`src/rtl/crhs_pkg.sv`:
```
package crhs_pkg;
	localparam int unsigned InputBits = 31;
	localparam int unsigned FractionBits = 16;
	localparam int unsigned RootBits = 16;
	localparam int unsigned EstBits = 32;
	// dividend (g*g + n) << F fits in 33 + F bits
	localparam int unsigned DivBits = 33 + FractionBits;
	localparam int unsigned DenBits = RootBits + 1;
	localparam int unsigned RootCells = RootBits;
	localparam int unsigned DivCells = DivBits;

	typedef struct packed {
		logic [31:0] rem;
		logic [31:0] res;
		logic [InputBits-1:0] n;
	} root_word_t;

	typedef struct packed {
		logic [DenBits:0] rem;
		logic [DivBits-1:0] quo;
		logic [DenBits-1:0] den;
		logic [RootBits-1:0] g;
	} div_word_t;
endpackage

```
`src/rtl/crhs_root_cell.sv`:
```
module crhs_root_cell import crhs_pkg::*; (
	input  logic        clk,
	input  logic        arst_n,
	input  logic [31:0] bit_mask,
	input  logic        in_valid,
	input  root_word_t  in_word,
	output logic        out_valid,
	output root_word_t  out_word
);
	logic [31:0] trial;
	root_word_t nxt;
	logic valid_q;
	root_word_t word_q;

	always_comb begin
		trial = in_word.res + bit_mask;
		nxt = in_word;
		if (in_word.rem >= trial) begin
			nxt.rem = in_word.rem - trial;
			nxt.res = (in_word.res >> 1) + bit_mask;
		end else begin
			nxt.res = in_word.res >> 1;
		end
	end

	always_ff @(posedge clk or negedge arst_n) begin
		if (!arst_n) valid_q <= 1'b0;
		else valid_q <= in_valid;
	end

	always_ff @(posedge clk) begin
		if (in_valid) word_q <= nxt;
	end

	assign out_valid = valid_q;
	assign out_word  = word_q;
endmodule

```
`config.mk`:
```
export PLATFORM = sky130hd
export DESIGN_NAME = crhs_root_cell
export DESIGN_NICKNAME = d
export VERILOG_FILES = /design/src/rtl/crhs_pkg.sv /design/src/rtl/crhs_root_cell.sv
export SDC_FILE = /design/constraint.sdc
export NUM_CORES = 1
export LEC_CHECK = 0
export BUFFER_PORTS_ARGS = -buffer_cell sky130_fd_sc_hd__buf_2
export CORE_MARGIN = 5
export CORE_UTILIZATION = 30
export DETAILED_ROUTE_END_ITERATION = 12
export PLACE_DENSITY = 0.56
export SLEW_MARGIN = 5
export SYNTH_ARGS = -nofsm -noshare
export SYNTH_HDL_FRONTEND = slang
export SYNTH_SLANG_ARGS = --single-unit
```
`constraint.sdc`:
```
create_clock -name clk -period 0.8 [get_ports clk]
set_clock_uncertainty 0.05 [all_clocks]
set_input_delay 0.08 -clock clk [delete_from_list [all_inputs] [get_ports clk]]
set_output_delay 0.08 -clock clk [all_outputs]
set_load 0.005 [all_outputs]
```
Word-level counts from Yosys, hierarchy flattened:

Index checks and enable logic that the tools add are counted.

* multiplexer cells: 2
* order comparisons: 1
* add/subtract/negate cells: 3

Operators with widths (number)
* 31-bit by 32-bit adder with 32-bit output: 1
* 32-bit adder: 1
* 32-bit >= comparator: 1
* 32-bit two-way mux: 1
* 32-bit subtractor: 1
* 31-bit two-way mux: 1

* logic and storage cells: 11
* input port bits: 130
* bits in registers: 96
* output and inout bits: 96

Longest topological paths before layout:

Gate-level depths: netlist of the first run.

* depth after elaboration: 3
* mapped depth: 23

Worst setup path before layout of the first run:

Ideal clock, no wire load.

* path type: input to register
* start: in bit_mask[10]
* end: reg word_q (netlist bit out_word[74]) (data pin)
* stages: 20
* buffers on the path: 3
* arrival: 4.085 ns
* setup time: 0.262 ns
* setup slack: -3.597 ns
* required time: 0.488 ns
* cells stage by stage: ha_1 -> clkbuf_1 -> a21o_1 -> a21o_1 -> a21o_1 -> or4_1 -> o221ai_2 -> o221ai_2 -> a31oi_1 -> xor2_1 -> ha_1 -> nand3_1 -> nor2b_1 -> o21ai_0 -> nand2_1 -> nor4b_2 -> nor3_2 -> buf_2 -> buf_6 -> mux2_1

RTL lines
* start: declaration: line crhs_root_cell.sv:4 `input logic [31:0] bit_mask,`
* end signal: assignment: line crhs_root_cell.sv:32 `if (in_valid) word_q <= nxt;`
* end: declaration: line crhs_root_cell.sv:13 `root_word_t word_q;`

==> results of run 1 <==
==> cells in the mapped netlist, drive strengths merged, types with 19 or more instances <==
master	n	area [um2]
edfxtp	95	2850
ha	94	1180
a21oi	90	450
nand2	58	218
nor2	58	218
o21ai	58	294
mux2	49	552
xnor2	46	403
a21o	38	285
xor2	35	307
inv	25	93.8
nand3	25	125
nor3	19	100
==> worst max-delay path by stage <==
stage	startpoint	endpoint	slack, ns
detailed placement	in_word[34]	out_word[76]$_DFFE_PP_	-3.79
global route	bit_mask[13]	out_word[50]$_DFFE_PP_	-3.29
floorplan	bit_mask[10]	out_word[74]$_DFFE_PP_	-3.23
finish	bit_mask[21]	out_word[72]$_DFFE_PP_	-3.16
CTS	bit_mask[0]	out_word[76]$_DFFE_PP_	-3.21
global placement	in_word[34]	out_word[36]$_DFFE_PP_	-3.75
==> registers in the layout, indices dropped and copies added, names as in the netlist <==
signal,cells
out_valid,1
out_word,95
==> power groups by stage <==
stage	sequential, uW	clock [uW]	combinational [uW]
after floorplan	7120	0	7410
after global placement	7060	0	14300
after detailed placement	7020	0	14500
after CTS	6930	4500	16200
after global routing	7000	4700	19100
final	6920	4320	17600
==> logic make-up after synthesis <==
kind of cell	count (synthesis)	synth area share (%)
AOI/OAI and AO/OA	291	21.9
and+or+nand+nor	236	13.4
muxes	53	6.79
buffers and inverters	54	2.61
adders and majority gates	97	14.2
xor gates and xnor gates	81	8.14
DFF	96	33.0
==> what timing repair did <==
action / 4_1_cts / 5_1_grt
endpoints found under the setup margin: 160 / 160
endpoints found under the hold margin: 41 / 6
buffers inserted: 11 / 10
cloned: 3 / 4
gates resized for setup: 85 / 78
pin swaps: 31 / 26
==> area by class of cell <==
cell class | instances | area, um2 | area share (%)
repair buffers | 658 | 4750 | 32.3
inverters | 25 | 96.3 | 0.655
clock inverters | 5 | 40.0 | 0.272
multi-input cells | 758 | 6210 | 42.2
flip-flops and latches | 96 | 2880 | 19.6
diodes | 2 | 5.00 | 0.0340
well taps | 384 | 480 | 3.27
clock buffers | 11 | 243 | 1.65
==> through the flow <==
step	total power, uW	cells	hold slack, ns	setup slack (ns)	utilization (%)
global route	30800	1939	-0.0150	-3.29	51.2
global placement	21400	1861	-0.196	-3.75	45.7
finish	28900	1939	-0.0129	-3.16	51.2
detailed placement	21500	1861	-0.191	-3.79	45.7
floorplan	14500	908	-0.266	-3.23	-
CTS	27600	1924	-0.0251	-3.21	49.5
==> routing by layer <==
layer  GRT usage [%]  vias to the layer above  wire length (um)
met4            5.02                        0               677
met2            30.3                      238             14500
met3            2.46                       44              1190
met5               0                        -                 0
li1                -                     4745                 -
met1            24.1                     4367             14400
==> flow_summary.json, run 1 <==
{
  "outcome": "finished with violations",
  "violations": "negative hold slack, negative setup slack",
  "routed_wl_um": 30900,
  "clkSinkCount": 96,
  "avgViaCountPerCell": 4.84,
  "p_sw_uw": 10200,
  "finalHoldViolations": 3,
  "grt_max_degree": 37,
  "async_flop_share_pct": 1.04,
  "grt_pass1_vias": 9395,
  "layout_common_cells": "378 x buf_4, 217 x buf_2, 95 x edfxtp_1, 84 x ha_1, 78 x a21oi_1",
  "crit_arrival_ns": 4.02,
  "max_slew_margin_pct": 68.5,
  "netlist_area_mm2": 0.00872,
  "p_int_uw": 18600,
  "clockBufferDepth": 2,
  "postRouteAntennaNets": 0,
  "clk_pin_slew_ns": 0.07,
  "drive_gt1_share_pct": 50.2,
  "cp_data_required_time_ns": 0.86,
  "cts_max_level": 3,
  "ys_seq_area_share_pct": 33.0,
  "tns_ns": -217.82,
  "cpLargestDelayFamily": "compound AO/OA/AOI/OAI gates",
  "antenna_found_initial": 2,
  "path_depth": 20,
  "layout_commonest_cell": "buf_4",
  "place_hpwl_um": 24300,
  "synth_nets": 1135,
  "power.share.switching_pct": 35.5,
  "cp_common_cell": "a21o_1",
  "syn_area_per_cell_um2": 9.60,
  "start_util_pct": 30.4,
  "area_growth_pct": 68.7,
  "min_to": "out_word[67]$_DFFE_PP_",
  "cp_num_buf_inv": 3,
  "p_leak_uw": 0.00682,
  "synth_edf_count": 95,
  "synth-main-ff-cell": "edfxtp_1",
  "period_needed_ns": 3.96,
  "io_pins": 226,
  "setup.worst_path.end_class": "flip-flop",
  "ir_worst_vdd_mv": 1.13,
  "min_from": "in_word[67]",
  "grt_overflow": 0,
  "vias": 9394,
  "cts-hold-fix-buffers": 33,
  "p_comb_share_pct": 61.1,
  "finalSetupViolCount": 160,
  "dieWidth_um": 180,
  "p_per_area_mw_per_mm2": 1960,
  "cts_made_buffers": 9,
  "gp_congestion": 0.907,
  "min_path_cells": 2,
  "slew_violations": 0,
  "cp-start-kind": "input port",
  "drv_cap": 0,
  "nets": 1775,
  "die_h_um": 180,
  "hold_slack_ns": -0.0129,
  "crit_fanout": 7,
  "clkPwrFrac_pct": 15.0,
  "port_buffers": 225,
  "synthDistinctLibCells": 64,
  "rows": 62,
  "cpPeakStageDelay_ns": 0.33,
  "remaining_drc_errors": 0,
  "post_drt_wl_per_cell_um": 15.9,
  "grt.total_usage_pct": 18.0,
  "ys_ff_latch": 96,
  "fp.coreArea_mm2": 0.0287,
  "cts_tree": "yes",
  "fmax_mhz": 253,
  "root_buffer": "clkbuf_16",
  "hp-class": "input port to flip-flop",
  "grt_pass1_wl_um": 48100,
  "pwr-share-seq_pct": 24.0,
  "path_cells": "buf_4 -> ha_4 -> a2111oi_4 -> o21ai_1 -> a21o_1 -> o31ai_2 -> a21oi_2 -> a21o_1 -> o41ai_2 -> xor2_1 -> ha_1 -> a21oi_1 -> nand4b_1 -> o21ai_2 -> nand2_2 -> nor4b_4 -> nor3_4 -> buf_8 -> clkbuf_16 -> mux2_4",
  "ys_warn_count": 0,
  "dieArea_mm2": 0.0326,
  "crit_slowest_cell": "a2111oi_4",
  "fin_ws_ns": -3.16,
  "place_area_mm2": 0.0131,
  "grt_setup_unrepaired": "true",
  "finalCritPeriodShare_pct": 495,
  "stdcell_area_mm2": 0.0147,
  "tightest_slew_ns": 0.466,
  "drt_iter0_markers": 474,
  "fill_cells": 2713,
  "critPathKind": "input port to flip-flop",
  "synth_cells": 908,
  "drt_pass1_iterations": 5
}
Power figures use the tool's default switching activity.
==> run 2: changes to the inputs <==
- RECOVER_POWER: default -> 100
==> flow_summary.json, run 2 (synthesis results as in run 1) <==
{
  "hold_slack_ns": -0.0129,
  "p_total_uw": 28800,
  "cp-start-kind": "input port",
  "routed_wl_um": 30800,
  "use_met3_pct": 2.46,
  "path_cells": "buf_4 -> ha_4 -> a2111oi_4 -> o21ai_1 -> a21o_1 -> o31ai_2 -> a21oi_2 -> a21o_1 -> o41ai_2 -> xor2_1 -> ha_1 -> a21oi_1 -> nand4b_1 -> o21ai_2 -> nand2_2 -> nor4b_4 -> nor3_4 -> buf_8 -> clkbuf_16 -> mux2_4",
  "slew_violations": 0,
  "cts_max_level": 3,
  "remaining_drc_errors": 0,
  "clkSinkCount": 96,
  "ir_worst_vdd_mv": 1.13,
  "gp_congestion": 0.907,
  "max_slew_margin_pct": 64.9,
  "cts_tree": "yes",
  "crit_fanout": 7,
  "avgViaCountPerCell": 4.83,
  "dieArea_mm2": 0.0326,
  "fill_cells": 2718,
  "grt_use_met1_pct": 24.1,
  "start_util_pct": 30.4,
  "finalSetupViolCount": 196,
  "crit_arrival_ns": 4.02,
  "antenna_found_initial": 2,
  "die_h_um": 180,
  "cp_num_buf_inv": 3,
  "area_growth_pct": 68.4,
  "drv_cap": 0,
  "layout_commonest_cell": "buf_4",
  "cp_data_required_time_ns": 0.86,
  "grt_pass1_vias": 9395,
  "busiest_layer": "met2",
  "dieWidth_um": 180,
  "grt_max_degree": 37,
  "layout_common_cells": "375 x buf_4, 217 x buf_2, 95 x edfxtp_1, 84 x ha_1, 78 x a21oi_1",
  "cts-hold-fix-buffers": 33,
  "grt_overflow": 0,
  "drt_pass1_iterations": 5,
  "tns_ns": -229.88,
  "root_buffer": "clkbuf_16",
  "setup.worst_path.end_class": "flip-flop",
  "post_drt_wl_per_cell_um": 15.9,
  "fp.coreArea_mm2": 0.0287,
  "grt_setup_unrepaired": "true",
  "crit_slowest_cell": "a2111oi_4",
  "largest_register_ffs": 95,
  "cts_made_buffers": 9,
  "port_buffers": 225,
  "place_area_mm2": 0.0131,
  "clockBufferDepth": 2,
  "tightest_slew_ns": 0.526,
  "vias": 9375,
  "finalCritPeriodShare_pct": 495,
  "postRouteAntennaNets": 0,
  "grt_pass1_wl_um": 48100,
  "fmax_mhz": 253,
  "p_leak_uw": 0.00681,
  "io_pins": 226,
  "cpLargestDelayFamily": "compound AO/OA/AOI/OAI gates",
  "critPathKind": "input port to flip-flop",
  "nets": 1775,
  "rows": 62,
  "place_hpwl_um": 24300,
  "fin_ws_ns": -3.16,
  "drive_gt1_share_pct": 50.0,
  "cpPeakStageDelay_ns": 0.33,
  "cp_common_cell": "a21o_1",
  "use_met2_pct": 30.3,
  "stdcell_area_mm2": 0.0147,
  "period_needed_ns": 3.96,
  "clk_pin_slew_ns": 0.07,
  "drt_iter0_markers": 467,
  "hp-class": "input port to flip-flop",
  "finalHoldViolations": 3,
  "grt.total_usage_pct": 18.0,
  "p_per_area_mw_per_mm2": 1960,
  "outcome": "finished with violations",
  "violations": "negative hold slack, negative setup slack"
}
## run 2: changes by cell type in the layout (fill, tap and decap cells not counted)
cell	change
clkbuf_4	+2
buf_4	-3
clkbuf_1	+2
buf_12	-1
## run 2: area by class of cell
class	count	area, um2	share of cell area, %
inverter	25	96.3	0.656
antenna	2	5.00	0.0341
multi-input combinational	758	6210	42.3
tap	384	480	3.27
clock inverter	5	40.0	0.273
timing repair buffer	658	4730	32.2
sequential	96	2880	19.6
clock buffer	11	243	1.65
## run 2: routing by layer
layer,wire length (um),vias to the layer above
met1,14400,4349
met5,0,-
li1,-,4745
met2,14500,238
met4,675,0
met3,1200,43
## run 2: per-stage QoR
step / util [%] / instances / worst slack (ns)
6_report: 51.1 / 1939 / -3.16
5_1_grt: 51.1 / 1939 / -3.29
4_1_cts: 49.5 / 1924 / -3.21
3_5_place_dp: 45.7 / 1861 / -3.79
3_3_place_gp: 45.7 / 1861 / -3.75
2_1_floorplan: - / 908 / -3.23
## run 2: timing repair
action | in CTS | in global routing
cloned | 3 | 4
endpoints found under the setup margin | 160 | 160
pin swaps | 31 | 26
hold endpoints to repair | 41 | 6
resized for setup | 85 | 78
buffers inserted | 11 | 10
## run 2: worst paths after layout
check,depth (start not counted),endpoint,from,slack (ns)
worst max-delay path,20,out_word[72]$_DFFE_PP_,bit_mask[21],-3.16
worst min-delay path,2,out_word[67]$_DFFE_PP_,in_word[67],-0.01
max in group asynchronous,3,out_valid$_DFF_PN0_,arst_n,0.10
min in group asynchronous,3,out_valid$_DFF_PN0_,arst_n,0.50
## run 2: power breakdown
group / total, uW / internal (uW) / switching (uW)
clock network: 4330 / 2220 / 2110
registers: 6920 / 6680 / 234
logic: 17600 / 9710 / 7890
total: 28800 / 18600 / 10200
==> run 3: changes to the inputs <==
--- a/config.mk
+++ b/config.mk
@@ -7,3 +7,2 @@
 export LEC_CHECK = 0
-export BUFFER_PORTS_ARGS = -buffer_cell sky130_fd_sc_hd__buf_2
 export CORE_MARGIN = 5
@@ -11,3 +10,4 @@
 export DETAILED_ROUTE_END_ITERATION = 12
-export PLACE_DENSITY = 0.56
+export DONT_BUFFER_PORTS = 1
+export PLACE_DENSITY = 0.5
 export RECOVER_POWER = 100
==> constraint.sdc (replaced) <==
create_clock -name clk -period 0.8 [get_ports clk]
set_clock_uncertainty 0.05 [all_clocks]
set_input_delay 0.16 -clock clk [delete_from_list [all_inputs] [get_ports clk]]
set_output_delay 0.16 -clock clk [all_outputs]
set_load 0.005 [all_outputs]
==> flow_summary.json, run 3 (synthesis results as in run 1) <==
{
  "outcome": "finished with violations",
  "violations": "negative hold slack, negative setup slack",
  "layout_commonest_cell": "buf_4",
  "cp_data_required_time_ns": 0.86,
  "max_slew_margin_pct": 57.3,
  "drive_gt1_share_pct": 37.9,
  "cts_max_level": 3,
  "hold_slack_ns": -0.150,
  "grt_overflow": 0,
  "cp_num_buf_inv": 3,
  "ir_worst_vdd_mv": 1.06,
  "layout_common_cells": "295 x buf_4, 95 x edfxtp_1, 85 x ha_1, 69 x a21oi_1, 55 x nand2_1",
  "finalHoldViolations": 144,
  "slew_violations": 0,
  "clockBufferDepth": 2,
  "dieArea_mm2": 0.0326,
  "finalCritPeriodShare_pct": 492,
  "place_area_mm2": 0.0114,
  "io_pins": 226,
  "clk_pin_slew_ns": 0.08,
  "clkSinkCount": 96,
  "place_hpwl_um": 22600,
  "drv_cap": 0,
  "crit_slowest_cell": "a2111oi_4",
  "p_per_area_mw_per_mm2": 2070,
  "avgViaCountPerCell": 5.01,
  "stdcell_area_mm2": 0.0129,
  "crit_fanout": 7,
  "p_leak_uw": 0.00545,
  "cp-start-kind": "input port",
  "post_drt_wl_per_cell_um": 17.9,
  "port_buffers": 0,
  "drt_iter0_markers": 408,
  "p_total_uw": 26700,
  "routed_wl_um": 29200,
  "pwr-share-seq_pct": 27.2,
  "p_comb_share_pct": 56.6,
  "critPathKind": "input port to flip-flop",
  "power.share.switching_pct": 35.9,
  "drt_pass1_iterations": 4,
  "root_buffer": "clkbuf_16",
  "postRouteAntennaNets": 0,
  "vias": 8190,
  "grt_pass1_wl_um": 45400,
  "area_growth_pct": 48.1,
  "grt_pass1_vias": 8336,
  "period_needed_ns": 3.94,
  "cpLargestDelayFamily": "compound AO/OA/AOI/OAI gates",
  "fmax_mhz": 254,
  "gp_congestion": 0.936,
  "grt_setup_unrepaired": "true",
  "cpPeakStageDelay_ns": 0.34,
  "finalSetupViolCount": 160,
  "crit_arrival_ns": 4.00,
  "fin_ws_ns": -3.14,
  "p_int_uw": 17100,
  "cts_made_buffers": 9,
  "clkPwrFrac_pct": 16.2,
  "grt.total_usage_pct": 17.3,
  "p_sw_uw": 9580,
  "antenna_cells": 0,
  "dieWidth_um": 180,
  "antenna_found_initial": 0,
  "hp-class": "input port to flip-flop",
  "cts_tree": "yes",
  "fp.coreArea_mm2": 0.0287,
  "start_util_pct": 30.4,
  "largest_register_ffs": 95,
  "tns_ns": -214.58,
  "setup.worst_path.end_class": "flip-flop",
  "die_h_um": 180,
  "nets": 1472,
  "rows": 62,
  "remaining_drc_errors": 0,
  "grt_max_degree": 97,
  "tightest_slew_ns": 0.633,
  "path_cells": "ha_4 -> a2111oi_4 -> nor3_1 -> a21o_1 -> o31ai_2 -> a21oi_2 -> a21o_1 -> o41ai_2 -> xor2_1 -> ha_4 -> a21oi_2 -> nand4b_1 -> o21ai_2 -> nand2_1 -> nor4b_2 -> buf_4 -> nor3_4 -> buf_6 -> clkbuf_16 -> mux2_2"
}
==> run 3: per-stage QoR <==
step | utilization (%) | setup slack, ns | std cells
finish | 45.0 | -3.14 | 1634
CTS | 43.7 | -3.14 | 1627
global placement | 39.6 | -3.65 | 1554
detailed placement | 39.6 | -3.69 | 1554
global route | 45.0 | -3.35 | 1634
floorplan | - | -3.31 | 908
==> run 3: cell type report <==
class,instances,area (um2)
multi-input cells,758,6190
flip-flops and latches,96,2880
clock buffers,10,229
fillers,2801,15800
repair buffers,355,2980
clock inverters,6,51.3
well taps,384,480
inverters,25,93.8
==> run 3: path summary, 6_finish.rpt <==
| check | startpoint | to | cells after the start |
|---|---|---|---|
| max | in_word[52] | out_word[52]$_DFFE_PP_ | 20 |
| min | in_valid | out_valid$_DFF_PN0_ | 0 |
| max in group asynchronous | arst_n | out_valid$_DFF_PN0_ | 2 |
| min in group asynchronous | arst_n | out_valid$_DFF_PN0_ | 2 |
==> run 3: what timing repair did <==
item	CTS	global route
pin swaps	26	41
hold buffers	39	1
buffers inserted	14	6
setup endpoints to repair	160	160
resized for setup	83	59
endpoints found under the hold margin	182	145
gates cloned	5	1
==> run 3: power by group through the flow <==
stage / clock [uW] / sequential, uW / combinational (uW)
2_1_floorplan: 0 / 7120 / 7410
3_3_place_gp: 0 / 7410 / 12200
3_5_place_dp: 0 / 7390 / 12300
4_1_cts: 4500 / 7300 / 14300
5_1_grt: 4760 / 7340 / 16500
6_report: 4340 / 7260 / 15100
==> run 3: routing by layer <==
layer / routed length, um / global-route usage, % / share of wire, % / vias up
met5: 0 / 0 / 0 / -
met4: 676 / 5.26 / 2.3 / 0
met3: 1750 / 4.80 / 6.0 / 37
met2: 13700 / 28.5 / 47 / 170
met1: 13000 / 22.2 / 45 / 3832
li1: - / - / - / 4151
